### src/rtl/core/ppss_pkg.sv
// Package for the pin pair short scanner: payload and configuration types,
// phase codes, register indexes and reset values. No dependencies.
`default_nettype none

package ppss_pkg;

  localparam int PIN_BITS     = 26;
  localparam int NUM_PINS_DEF = 26;
  localparam int CFG_IDX_W    = 3;
  localparam int CFG_DATA_W   = 20;

  // Sequencer phases.
  localparam logic [1:0] PH_IDLE   = 2'd0;
  localparam logic [1:0] PH_SETTLE = 2'd1;
  localparam logic [1:0] PH_GAP    = 2'd2;
  localparam logic [1:0] PH_RESCAN = 2'd3;

  // Configuration register indexes.
  localparam logic [CFG_IDX_W-1:0] REG_ACTIVE_PINS  = 3'd0;
  localparam logic [CFG_IDX_W-1:0] REG_SETTLE_TICKS = 3'd1;
  localparam logic [CFG_IDX_W-1:0] REG_CONFIRM_READ = 3'd2;
  localparam logic [CFG_IDX_W-1:0] REG_SAMPLE_GAP   = 3'd3;
  localparam logic [CFG_IDX_W-1:0] REG_RUN_CONT     = 3'd4;
  localparam logic [CFG_IDX_W-1:0] REG_RESCAN_GAP   = 3'd5;

  // Register reset values.
  localparam logic [4:0]  RST_ACTIVE_PINS  = 5'd26;
  localparam logic [15:0] RST_SETTLE_TICKS = 16'd200;
  localparam logic [3:0]  RST_CONFIRM_READ = 4'd3;
  localparam logic [15:0] RST_SAMPLE_GAP   = 16'd500;
  localparam logic        RST_RUN_CONT     = 1'b0;
  localparam logic [19:0] RST_RESCAN_GAP   = 20'd500000;

  typedef struct packed {
    logic                action;
    logic [PIN_BITS-1:0] pin_levels;
  } in_item_t;

  typedef struct packed {
    logic [PIN_BITS-1:0] drive_mask;
    logic [PIN_BITS-1:0] pulldown_mask;
    logic                report_valid;
    logic [4:0]          report_pin_a;
    logic [4:0]          report_pin_b;
    logic                scan_done;
    logic                busy_res;
    logic [9:0]          pairs_found;
  } out_item_t;

  typedef struct packed {
    logic [4:0]  active_pins;
    logic [15:0] settle_ticks;
    logic [3:0]  confirm_count;
    logic [15:0] sample_gap_ticks;
    logic        run_continuous;
    logic [19:0] rescan_gap_ticks;
  } cfg_t;

endpackage

`default_nettype wire

### src/rtl/core/ppss_seq.sv
// Scan sequencer: holds the pair, direction, timing and count state and
// computes the result of each item in one pass. Depends on ppss_pkg.
`default_nettype none

module ppss_seq #(
  parameter int NUM_PINS = ppss_pkg::NUM_PINS_DEF
) (
  input  wire                  clk,
  input  wire                  rst,
  input  wire                  step,
  input  ppss_pkg::in_item_t   item,
  input  ppss_pkg::cfg_t       cfg,
  output ppss_pkg::out_item_t  result
);

  localparam logic [5:0] PIN_CAP = 6'(NUM_PINS);

  logic [1:0]  phase, phase_next;
  logic [4:0]  first_index, first_next;
  logic [4:0]  second_index, second_next;
  logic        reverse, reverse_next;
  logic [19:0] wait_count, wait_next;
  logic [3:0]  samples_taken, samples_next;
  logic [3:0]  high_samples, high_next;
  logic        forward_short, forward_next;
  logic [9:0]  found_count, found_next;

  logic        rep_valid, done;
  logic [4:0]  rep_a, rep_b;

  logic [3:0]  need;
  logic [5:0]  pin_n;
  logic [4:0]  sensor;
  logic [31:0] levels_ext;
  logic        sense_high;
  logic        shorted;
  logic [5:0]  b_step, a_step;
  logic [6:0]  b_wrap, next_a, next_b;
  logic        wrap, last_pair;
  logic [4:0]  drv_idx, pd_idx;
  logic [ppss_pkg::PIN_BITS-1:0] drv_onehot, pd_onehot;
  logic        driving;

  assign need       = (cfg.confirm_count == 4'd0) ? 4'd1 : cfg.confirm_count;
  assign pin_n      = ({1'b0, cfg.active_pins} > PIN_CAP) ? PIN_CAP
                                                           : {1'b0, cfg.active_pins};
  assign sensor     = reverse ? first_index : second_index;
  assign levels_ext = {{(32 - ppss_pkg::PIN_BITS){1'b0}}, item.pin_levels};
  assign sense_high = levels_ext[sensor];
  assign shorted    = (high_samples == need);

  // Next pair: bump the higher index, or on wrap advance the lower index and restart the higher one just above it.
  assign b_step    = {1'b0, second_index} + 6'd1;
  assign wrap      = (b_step >= pin_n);
  assign a_step    = {1'b0, first_index} + 6'd1;
  assign b_wrap    = {1'b0, a_step} + 7'd1;
  assign next_a    = wrap ? {1'b0, a_step} : {2'b00, first_index};
  assign next_b    = wrap ? b_wrap : {1'b0, b_step};
  assign last_pair = (next_b >= {1'b0, pin_n});

  always_comb begin
    phase_next   = phase;
    first_next   = first_index;
    second_next  = second_index;
    reverse_next = reverse;
    wait_next    = wait_count;
    samples_next = samples_taken;
    high_next    = high_samples;
    forward_next = forward_short;
    found_next   = found_count;
    rep_valid    = 1'b0;
    rep_a        = 5'd0;
    rep_b        = 5'd0;
    done         = 1'b0;

    if ((item.action && phase == ppss_pkg::PH_IDLE) ||
        (!item.action && phase == ppss_pkg::PH_RESCAN && wait_count == 20'd0)) begin
      // Scan start.
      found_next   = 10'd0;
      first_next   = 5'd0;
      second_next  = 5'd1;
      reverse_next = 1'b0;
      forward_next = 1'b0;
      if (pin_n < 6'd2) begin
        done = 1'b1;
        if (cfg.run_continuous) begin
          phase_next = ppss_pkg::PH_RESCAN;
          wait_next  = cfg.rescan_gap_ticks;
        end else begin
          phase_next = ppss_pkg::PH_IDLE;
          wait_next  = 20'd0;
        end
      end else begin
        phase_next   = ppss_pkg::PH_SETTLE;
        wait_next    = {4'd0, cfg.settle_ticks};
        samples_next = 4'd0;
        high_next    = 4'd0;
      end
    end else if (!item.action && phase != ppss_pkg::PH_IDLE) begin
      if (wait_count != 20'd0) begin
        wait_next = wait_count - 20'd1;
      end else if (phase == ppss_pkg::PH_SETTLE ||
                   (phase == ppss_pkg::PH_GAP && samples_taken < need)) begin
        if (sense_high) begin
          high_next = high_samples + 4'd1;
        end
        samples_next = samples_taken + 4'd1;
        phase_next   = ppss_pkg::PH_GAP;
        wait_next    = {4'd0, cfg.sample_gap_ticks};
      end else if (phase == ppss_pkg::PH_GAP) begin
        if (!reverse) begin
          forward_next = shorted;
          reverse_next = 1'b1;
          phase_next   = ppss_pkg::PH_SETTLE;
          wait_next    = {4'd0, cfg.settle_ticks};
          samples_next = 4'd0;
          high_next    = 4'd0;
        end else begin
          if (forward_short || shorted) begin
            rep_valid = 1'b1;
            rep_a     = first_index;
            rep_b     = second_index;
            if (found_count != 10'h3FF) begin
              found_next = found_count + 10'd1;
            end
          end
          forward_next = 1'b0;
          reverse_next = 1'b0;
          if (last_pair) begin
            done        = 1'b1;
            first_next  = 5'd0;
            second_next = 5'd1;
            if (cfg.run_continuous) begin
              phase_next = ppss_pkg::PH_RESCAN;
              wait_next  = cfg.rescan_gap_ticks;
            end else begin
              phase_next = ppss_pkg::PH_IDLE;
              wait_next  = 20'd0;
            end
          end else begin
            first_next   = next_a[4:0];
            second_next  = next_b[4:0];
            phase_next   = ppss_pkg::PH_SETTLE;
            wait_next    = {4'd0, cfg.settle_ticks};
            samples_next = 4'd0;
            high_next    = 4'd0;
          end
        end
      end
    end
  end

  // Pin masks reflect the state after this item.
  assign driving    = (phase_next == ppss_pkg::PH_SETTLE) ||
                      (phase_next == ppss_pkg::PH_GAP);
  assign drv_idx    = reverse_next ? second_next : first_next;
  assign pd_idx     = reverse_next ? first_next : second_next;
  assign drv_onehot = {{(ppss_pkg::PIN_BITS-1){1'b0}}, 1'b1} << drv_idx;
  assign pd_onehot  = {{(ppss_pkg::PIN_BITS-1){1'b0}}, 1'b1} << pd_idx;

  always_comb begin
    result.drive_mask    = driving ? drv_onehot : '0;
    result.pulldown_mask = driving ? pd_onehot : '0;
    result.report_valid  = rep_valid;
    result.report_pin_a  = rep_a;
    result.report_pin_b  = rep_b;
    result.scan_done     = done;
    result.busy_res      = (phase_next != ppss_pkg::PH_IDLE);
    result.pairs_found   = found_next;
  end

  always_ff @(posedge clk) begin
    if (rst) begin
      phase         <= ppss_pkg::PH_IDLE;
      first_index   <= 5'd0;
      second_index  <= 5'd1;
      reverse       <= 1'b0;
      wait_count    <= 20'd0;
      samples_taken <= 4'd0;
      high_samples  <= 4'd0;
      forward_short <= 1'b0;
      found_count   <= 10'd0;
    end else if (step) begin
      phase         <= phase_next;
      first_index   <= first_next;
      second_index  <= second_next;
      reverse       <= reverse_next;
      wait_count    <= wait_next;
      samples_taken <= samples_next;
      high_samples  <= high_next;
      forward_short <= forward_next;
      found_count   <= found_next;
    end
  end

endmodule

`default_nettype wire

### src/rtl/core/pin_pair_short_scanner_top.sv
// Pin pair short scanner, top level. The result of an accepted item goes into
// the output register, or into the skid entry while that register is held.
// Throughput: one item per cycle; the sequencer state updates in a single pass,
// and a two-entry output buffer stalls input only when both entries hold results
// not yet taken. Reset (rst, synchronous) idles the sequencer, empties the output
// buffer and loads the register defaults. Depends on ppss_pkg and ppss_seq.
`default_nettype none

module pin_pair_short_scanner_top #(
  parameter int NUM_PINS = ppss_pkg::NUM_PINS_DEF
) (
  input  wire                                  clk,
  input  wire                                  rst,
  input  wire                                  in_valid,
  output logic                                 in_stall,
  input  ppss_pkg::in_item_t                   in_data,
  output logic                                 out_valid,
  input  wire                                  out_stall,
  output ppss_pkg::out_item_t                  out_data,
  input  wire                                  cfg_we,
  input  wire [ppss_pkg::CFG_IDX_W-1:0]        cfg_index,
  input  wire [ppss_pkg::CFG_DATA_W-1:0]       cfg_data
);

  ppss_pkg::cfg_t      cfg;
  ppss_pkg::out_item_t result;
  ppss_pkg::out_item_t skid_data;
  logic                skid_valid;
  logic                accept;
  logic                taken;

  assign in_stall = skid_valid;
  assign accept   = in_valid && !skid_valid;
  assign taken    = out_valid && !out_stall;

  always_ff @(posedge clk) begin
    if (rst) begin
      cfg.active_pins      <= ppss_pkg::RST_ACTIVE_PINS;
      cfg.settle_ticks     <= ppss_pkg::RST_SETTLE_TICKS;
      cfg.confirm_count    <= ppss_pkg::RST_CONFIRM_READ;
      cfg.sample_gap_ticks <= ppss_pkg::RST_SAMPLE_GAP;
      cfg.run_continuous   <= ppss_pkg::RST_RUN_CONT;
      cfg.rescan_gap_ticks <= ppss_pkg::RST_RESCAN_GAP;
    end else if (cfg_we) begin
      unique case (cfg_index)
        ppss_pkg::REG_ACTIVE_PINS:  cfg.active_pins      <= cfg_data[4:0];
        ppss_pkg::REG_SETTLE_TICKS: cfg.settle_ticks     <= cfg_data[15:0];
        ppss_pkg::REG_CONFIRM_READ: cfg.confirm_count    <= cfg_data[3:0];
        ppss_pkg::REG_SAMPLE_GAP:   cfg.sample_gap_ticks <= cfg_data[15:0];
        ppss_pkg::REG_RUN_CONT:     cfg.run_continuous   <= cfg_data[0];
        ppss_pkg::REG_RESCAN_GAP:   cfg.rescan_gap_ticks <= cfg_data[19:0];
        default: ;
      endcase
    end
  end

  ppss_seq #(
    .NUM_PINS(NUM_PINS)
  ) u_seq (
    .clk    (clk),
    .rst    (rst),
    .step   (accept),
    .item   (in_data),
    .cfg    (cfg),
    .result (result)
  );

  // Output register plus one skid entry; the skid fills only when a new
  // item arrives while the output register is held.
  always_ff @(posedge clk) begin
    if (rst) begin
      out_valid  <= 1'b0;
      skid_valid <= 1'b0;
    end else if (taken || !out_valid) begin
      if (skid_valid) begin
        out_valid  <= 1'b1;
        skid_valid <= 1'b0;
      end else begin
        out_valid <= accept;
      end
    end else if (accept) begin
      skid_valid <= 1'b1;
    end
  end

  always_ff @(posedge clk) begin
    if (taken || !out_valid) begin
      out_data <= skid_valid ? skid_data : result;
    end
    if (out_valid && !taken && accept) begin
      skid_data <= result;
    end
  end

`ifndef ASSERT_OFF
  a_skid_behind_out: assert property (@(posedge clk) disable iff (rst)
    skid_valid |-> out_valid)
    else $error("skid entry holds an item while the output register is empty");

  a_accept_gives_result: assert property (@(posedge clk) disable iff (rst)
    accept |=> out_valid)
    else $error("accepted item produced no result in the next cycle");

  a_masks_disjoint: assert property (@(posedge clk) disable iff (rst)
    out_valid |-> ($onehot0(out_data.drive_mask) && $onehot0(out_data.pulldown_mask)
                   && ((out_data.drive_mask & out_data.pulldown_mask) == '0)))
    else $error("drive and pull-down masks overlap or are not one-hot");

  a_report_order: assert property (@(posedge clk) disable iff (rst)
    (out_valid && out_data.report_valid) |->
      (out_data.report_pin_a < out_data.report_pin_b))
    else $error("reported pair is not in ascending order");
`endif

endmodule

`default_nettype wire

### config.mk
export PLATFORM = sky130hd
export DESIGN_NAME = pin_pair_short_scanner_top
export DESIGN_NICKNAME = d
export VERILOG_FILES = /design/src/rtl/core/ppss_pkg.sv /design/src/rtl/core/ppss_seq.sv /design/src/rtl/core/pin_pair_short_scanner_top.sv
export SDC_FILE = /design/constraint.sdc
export NUM_CORES = 1
export LEC_CHECK = 0
export BUFFER_PORTS_ARGS = -buffer_cell sky130_fd_sc_hd__buf_4
export CAP_MARGIN = 30
export CELL_PAD_IN_SITES_DETAIL_PLACEMENT = 1
export CELL_PAD_IN_SITES_GLOBAL_PLACEMENT = 1
export CORE_MARGIN = 2
export CORE_UTILIZATION = 51
export CTS_BUF_LIST = sky130_fd_sc_hd__clkbuf_4
export CTS_CLUSTER_SIZE = 28
export DETAILED_ROUTE_END_ITERATION = 12
export GPL_ROUTABILITY_DRIVEN = 0
export PLACE_DENSITY = 0.94
export SYNTH_ARGS = -nofsm -noshare
export SYNTH_HDL_FRONTEND = slang
export SYNTH_SLANG_ARGS = --single-unit
### constraint.sdc
create_clock -name clk -period 16.7 [get_ports clk]
set_input_delay 3.34 -clock clk [delete_from_list [all_inputs] [get_ports clk]]
set_output_delay 3.34 -clock clk [all_outputs]
set_load 0.05 [all_outputs]
# Word-level counts from Yosys, hierarchy flattened
# Index checks and enable logic that the tools add are counted.
# classes
bitwise	0
n_eq_ne	17
n_reduce_logical	41
addsub	7
multipliers	0
muxes	107
order_cmp	6
div	0
n_shift	2
# ops
operator	count
$mux 20	9
$mux 5	33
$mux 10	8
$mux 75	1
$mux 4	14
$mux 26	2
$shl 1x5->26 const A	2
$mux 1	29
$logic_not 20->1	1
$reduce_bool 20->1	1
$sub 20x1->20 const B	1
$mux 2	9
$add 5x1->6 const B	2
$reduce_and 2->1	6
$add 10x1->10 const B	1
$ne 10x10->1 const B	1
$logic_and 1x1->1	9
$add 4x1->4 const B	2
$reduce_bool 2->1	4
$add 6x1->7 const B	1
$ge 7x6->1	1
$mux 7	1
$reduce_and 7->1	1
$eq 2x2->1 const B	3
other kinds (26)	38
# word_totals
out_inout_bits	77
wordCells	213
input_bits	55
ram_bits	0
ff_bits	266
memories	0
latch_bits	0
romBits	0

# Longest topological paths before layout
# logic_depth
ltp_word	16
ltp_mapped	25
depth_no_buf	20

# Modules after synthesis
# From an unflattened synthesis, not the netlist that was laid out.
# unflattened
hier_cells	1349
area_unflattened_um2	14123.5
# by_module_without_submodules
module	seq_area_each_um2	area_per_inst_um2	n_inst	cells_per_inst
pin_pair_short_scanner_top	5785.5	8020.2	1	489
ppss_seq	1041.0	6103.4	1	860

# Least setup slack after synthesis
# No wires, ideal clock.
# synth_path
path_type	input to register
startpoint	input out_stall
endpoint	register skid_data[0] in the netlist's numbering, enable pin
cell_stages	2
setup_ns	0.509
t_required_ns	16.191
setup_slack_ns	7.807
path_buffers	0
arrival_time_ns	8.384
cell_sequence	nand2_1 > nor2_1
# synth_between
elab_chain_len	5
# synth_rtl
element	line_no	rtl
start: declaration	pin_pair_short_scanner_top.sv:18	input wire out_stall,
$logic_not 1->1	pin_pair_short_scanner_top.sv:34	assign taken = out_valid && !out_stall;
$logic_and 1x1->1	pin_pair_short_scanner_top.sv:34	
$logic_not 1->1	pin_pair_short_scanner_top.sv:90	if (out_valid && !taken && accept) begin
$logic_and 1x1->1 (2 in series)	pin_pair_short_scanner_top.sv:90	
end signal: assignment	pin_pair_short_scanner_top.sv:91	skid_data <= result;
end: declaration	pin_pair_short_scanner_top.sv:27	ppss_pkg::out_item_t skid_data;
# Every way passes these cells.
# A chain may end at the register's enable or synchronous reset.

# Worst setup path in the final report
# layout_path
startpoint	register u_seq.second_index[0]
endpoint	register out_data[45] in the netlist's numbering (data pin)
# layout_between
elab_chain_len	15
elab_cells_between_ends	33
cone_classes	1 x add/sub; 2 x order compare; 2 x eq/ne; 1 x shift; 26 x mux; 1 x reduce/logical
# layout_rtl
element	line_no	rtl
start: declaration	ppss_seq.sv:20	logic [4:0] second_index, second_next;
start signal: assignment	ppss_seq.sv:186	second_index <= second_next;
$add 5x1->6	ppss_seq.sv:53	assign b_step = {1'b0, second_index} + 6'd1;
$ge 6x6->1	ppss_seq.sv:54	assign wrap = (b_step >= pin_n);
$mux 7	ppss_seq.sv:58	assign next_b = wrap ? b_wrap : {1'b0, b_step};
$ge 7x6->1	ppss_seq.sv:59	assign last_pair = (next_b >= {1'b0, pin_n});
$mux 5 / $mux 2 (equally long branches)	ppss_seq.sv:129	if (last_pair) begin
$mux 5 / $mux 2 (equally long branches)	ppss_seq.sv:111	if (!reverse) begin
$mux 5 / $mux 2 (equally long branches)	ppss_seq.sv:110	end else if (phase == ppss_pkg::PH_GAP) begin
$mux 5 / $mux 2 (equally long branches)	ppss_seq.sv:102	end else if (phase == ppss_pkg::PH_SETTLE ||
$mux 5 / $mux 2 (equally long branches)	ppss_seq.sv:100	if (wait_count != 20'd0) begin
$mux 5 / $mux 2 (equally long branches)	ppss_seq.sv:99	end else if (!item.action && phase != ppss_pkg::PH_IDLE) begin
$mux 5 / $mux 2 (equally long branches)	ppss_seq.sv:76	if ((item.action && phase == ppss_pkg::PH_IDLE) ||
$mux 5, or another cell as far along	ppss_seq.sv:157	assign pd_idx = reverse_next ? first_next : second_next;
$shl 1x5->26 / $logic_or 1x1->1 (equally long branches)	ppss_seq.sv:159, ppss_seq.sv:154	
$mux 26 (*)	ppss_seq.sv:163	result.pulldown_mask = driving ? pd_onehot : '0;
$mux 75 (*)	pin_pair_short_scanner_top.sv:88	out_data <= skid_valid ? skid_data : result;
end signal: assignment	pin_pair_short_scanner_top.sv:88	
end: declaration	pin_pair_short_scanner_top.sv:19	output ppss_pkg::out_item_t out_data,
# Every way passes the cells marked *; elsewhere a longest branch is shown, timed or not.

==> impl_metrics.json <==
{
  "max-slew-margin-rel_pct": 24.6,
  "finalCriticalPeriod_ns": 7.46,
  "hold_class": "reg2reg",
  "finalCritPeriodShare_pct": 44.7,
  "final_cell_area_mm2": 0.0157,
  "track_usage_pct": 31.2,
  "tns_ns": 0,
  "synth.area.mux_share_pct": 4.09,
  "ys_seq_area_share_pct": 50.5,
  "core_mm2": 0.0261,
  "r2r_cells": 20,
  "grt_pass1_wl_mm": 70.3,
  "placed_cell_area_mm2": 0.0147,
  "holdWs_ns": 0.459,
  "worstReg2RegEnd": "out_data[45]",
  "synthAdderAreaFrac_pct": 2.31,
  "initial_utilization_pct": 51.9,
  "die_area_mm2": 0.0278,
  "start_kind": "flip-flop",
  "leakagePower_uw": 0.00588,
  "synth_most_common_cell": "nand2_1",
  "nets": 1651,
  "ir_drop_mv": 0.0660,
  "die_height_um": 167,
  "critical_path_required_ns": 17.21,
  "synth.top_cell.area_share_pct": 33.3,
  "cts_setup_buffers": 0,
  "worstPathMaxFanout": 18,
  "powerDensity_mw_per_mm2": 102,
  "synthTopCellsByCount": "nand2_1 (275), edfxtp_1 (150), nor2_1 (142), dfxtp_1 (116), a21oi_1 (108)",
  "drtAntennaViolNets": 0,
  "synthTopCellsByArea": "edfxtp_1 (33%), dfxtp_1 (17%), nand2_1 (7.6%)",
  "rsz0062_at_grt": "no",
  "route.detailed.drc": 0,
  "cts_buffers": 71,
  "synth-async-reset-ratio_pct": 0,
  "synthSimpleGateAreaFrac_pct": 21.3,
  "dpl.cell_count": 1832,
  "cts_tree": "done",
  "tightest_slew_ns": 1.12,
  "finalHoldViolations": 0,
  "synth_seq_cells": 266,
  "reg2reg_from": "u_seq.second_index[0]",
  "synth_cells": 1444,
  "ctsHoldBuffers": 0,
  "crit_slowest_cell": "and2_1",
  "cts_buffer_depth": 3,
  "htreeDepth": 3,
  "post_cts_resized": 0,
  "grt_pass1_vias": 13219,
  "fmax_mhz": 134,
  "drive_gt1_share_pct": 19.7,
  "synth_compound_area_share_pct": 16.5,
  "critPathCapture": "out_data[45]",
  "max_stage_delay_ns": 0.70,
  "synth.distinct_cells": 82,
  "final_cell_count_no_fill": 1964,
  "power_uw": 1600,
  "cts_num_sinks": 266,
  "status": "finished clean",
  "synth_warnings": 0,
  "clock-skew-final_ns": 0.0412,
  "gr-total-overflow": 0,
  "wl_mm": 44.4,
  "drtIter0Drc": 1235,
  "syn_area_mm2": 0.0135,
  "r2r_slack_ns": 9.24,
  "wl_per_cell_um": 22.6,
  "num_vias": 12417,
  "hpwlAfterDp_mm": 28.1,
  "die_x_um": 167,
  "max_cap_viol_count": 0,
  "synth_xor_area_share_pct": 1.82,
  "path_common_cell": "ha_1",
  "synth_largest_area_cell": "edfxtp_1",
  "dr.pass1.iters": 6,
  "crit_path_cell_trace": "ha_1 > xor2_1 > ha_1 > o21a_1 > o21ai_0 > o21ai_1 > nor2_1 > a21oi_1 > ha_1 > nand2_1 > o31ai_1 > a21o_1 > and2_1 > nand3_1 > a2bb2oi_1 > a31oi_1 > ha_1 > inv_1 > or3_1 > o31ai_1",
  "portBuffers": 131,
  "antenna_found_initial": 1,
  "grt_max_degree": 103,
  "via_per_inst": 6.32,
  "cp.arrival_ns": 7.97,
  "syn_to_final_growth_pct": 15.9,
  "synth_top_family_by_area": "simple AND/OR/NAND/NOR gates",
  "worst_skew_pair.late_latency_ns": 0.73,
  "cts_root_buf": "clkbuf_4",
  "fillers": 2989,
  "pin_count": 132,
  "synth_edf_count": 150,
  "startpoint": "u_seq.second_index[0]",
  "syn_nets": 1524,
  "finalMaxSlewViolations": 0,
  "clk_pin_slew_ns": 0.06,
  "finalSetupViolCount": 0,
  "yosys_most_used_dff": "edfxtp_1",
  "path_class": "reg2reg",
  "setup.worst_path.end_class": "flip-flop",
  "num_rows": 59,
  "syn_area_per_cell_um2": 9.36
}
-- per-layer routing --
metal	part of all wire [%]	vias up	track usage (%)	wire, um
met2	50	639	54.2	22100
met1	38	6041	36.2	16900
li1	-	5535	-	-
met3	7.0	202	6.63	3130
met5	0	-	0	0
met4	5.0	0	17.0	2220
-- where the power goes --
group	internal (uW)	total, uW	switching [uW]	leakage (uW)
Clock	329	618	289	0.000570
Sequential	716	734	18.1	0.00245
Combinational	75.5	249	174	0.00285
-- state kept, by name (all words and copies together) (netlist names), 2 cells and up --
signal,flops
cfg,62
u_seq.samples_taken,4
u_seq.second_index,5
skid_data,75
out_data,75
u_seq.wait_count,20
u_seq.first_index,5
u_seq.phase,2
u_seq.found_count,10
u_seq.high_samples,4
-- layout by cell type, fill, tap and decap left out, types with 9 or more instances in the layout --
cell,n
o21ai_1,13
mux2i_1,19
o31ai_1,35
buf_4,144
clkbuf_4,109
xnor2_1,14
xor2_1,11
nand3_1,61
or3_1,14
nor3_1,22
o21ai_0,67
and2_1,18
inv_1,23
nor2_1,141
edfxtp_1,150
a211oi_1,16
mux2_2,19
nand2_1,274
nand2b_1,12
nand3b_1,14
a21oi_1,108
and3_1,16
dfxtp_1,115
o211ai_1,9
a31oi_1,17
ha_1,25
clkinv_1,15
-- cells by family (layout without fill, tap and decap cells) --
| logic type | after synthesis | count (layout) |
|---|---|---|
| AO/OA/AOI/OAI | 344 | 344 |
| multiplexers | 45 | 45 |
| AND/OR/NAND/NOR | 624 | 624 |
| other | 0 | 1 |
| adder cells (fa/ha/maj) | 25 | 25 |
| buffers and inverters | 114 | 298 |
| flip-flops | 266 | 266 |
| XOR/XNOR | 26 | 26 |
-- worst max-delay path: cells and delay by family, from the launching register on --
kind / cells / cell delay [ns]
compound gates: 9 / 2.81
xor+xnor: 1 / 0.28
simple gates: 5 / 2.03
buf+inv: 1 / 0.12
flops: 1 / 0.54
fa+ha+maj: 4 / 1.45
-- worst min-delay path by stage --
stage	from	end	slack, ns	cells past startpoint
global route	cfg[33]	cfg[33]	0.48	2
CTS	cfg[33]	cfg[33]	0.46	2
floorplan	cfg[35]	cfg[35]	0.43	2
detailed placement	cfg[33]	cfg[33]	0.45	2
finish	cfg[33]	cfg[33]	0.46	2
global placement	cfg[14]	cfg[14]	0.44	2
-- cell type report --
cell class	count	area, um^2	share of cell area [%]
clock inverters	21	136	0.870
repair buffers	145	1110	7.07
diodes	1	2.50	0.0160
multi-input cells	1064	6270	40.0
inverters	23	86.3	0.551
well taps	335	419	2.67
clock buffers	109	818	5.22
flip-flops and latches	266	6830	43.6
-- per-stage QoR --
stage	util, %	worst slack [ns]
floorplan	-	7.81
global placement	56.4	10.17
detailed placement	56.4	9.78
CTS	60.0	9.49
global route	60.1	8.90
finish	60.1	9.24
Power figures use the tool's default switching activity.
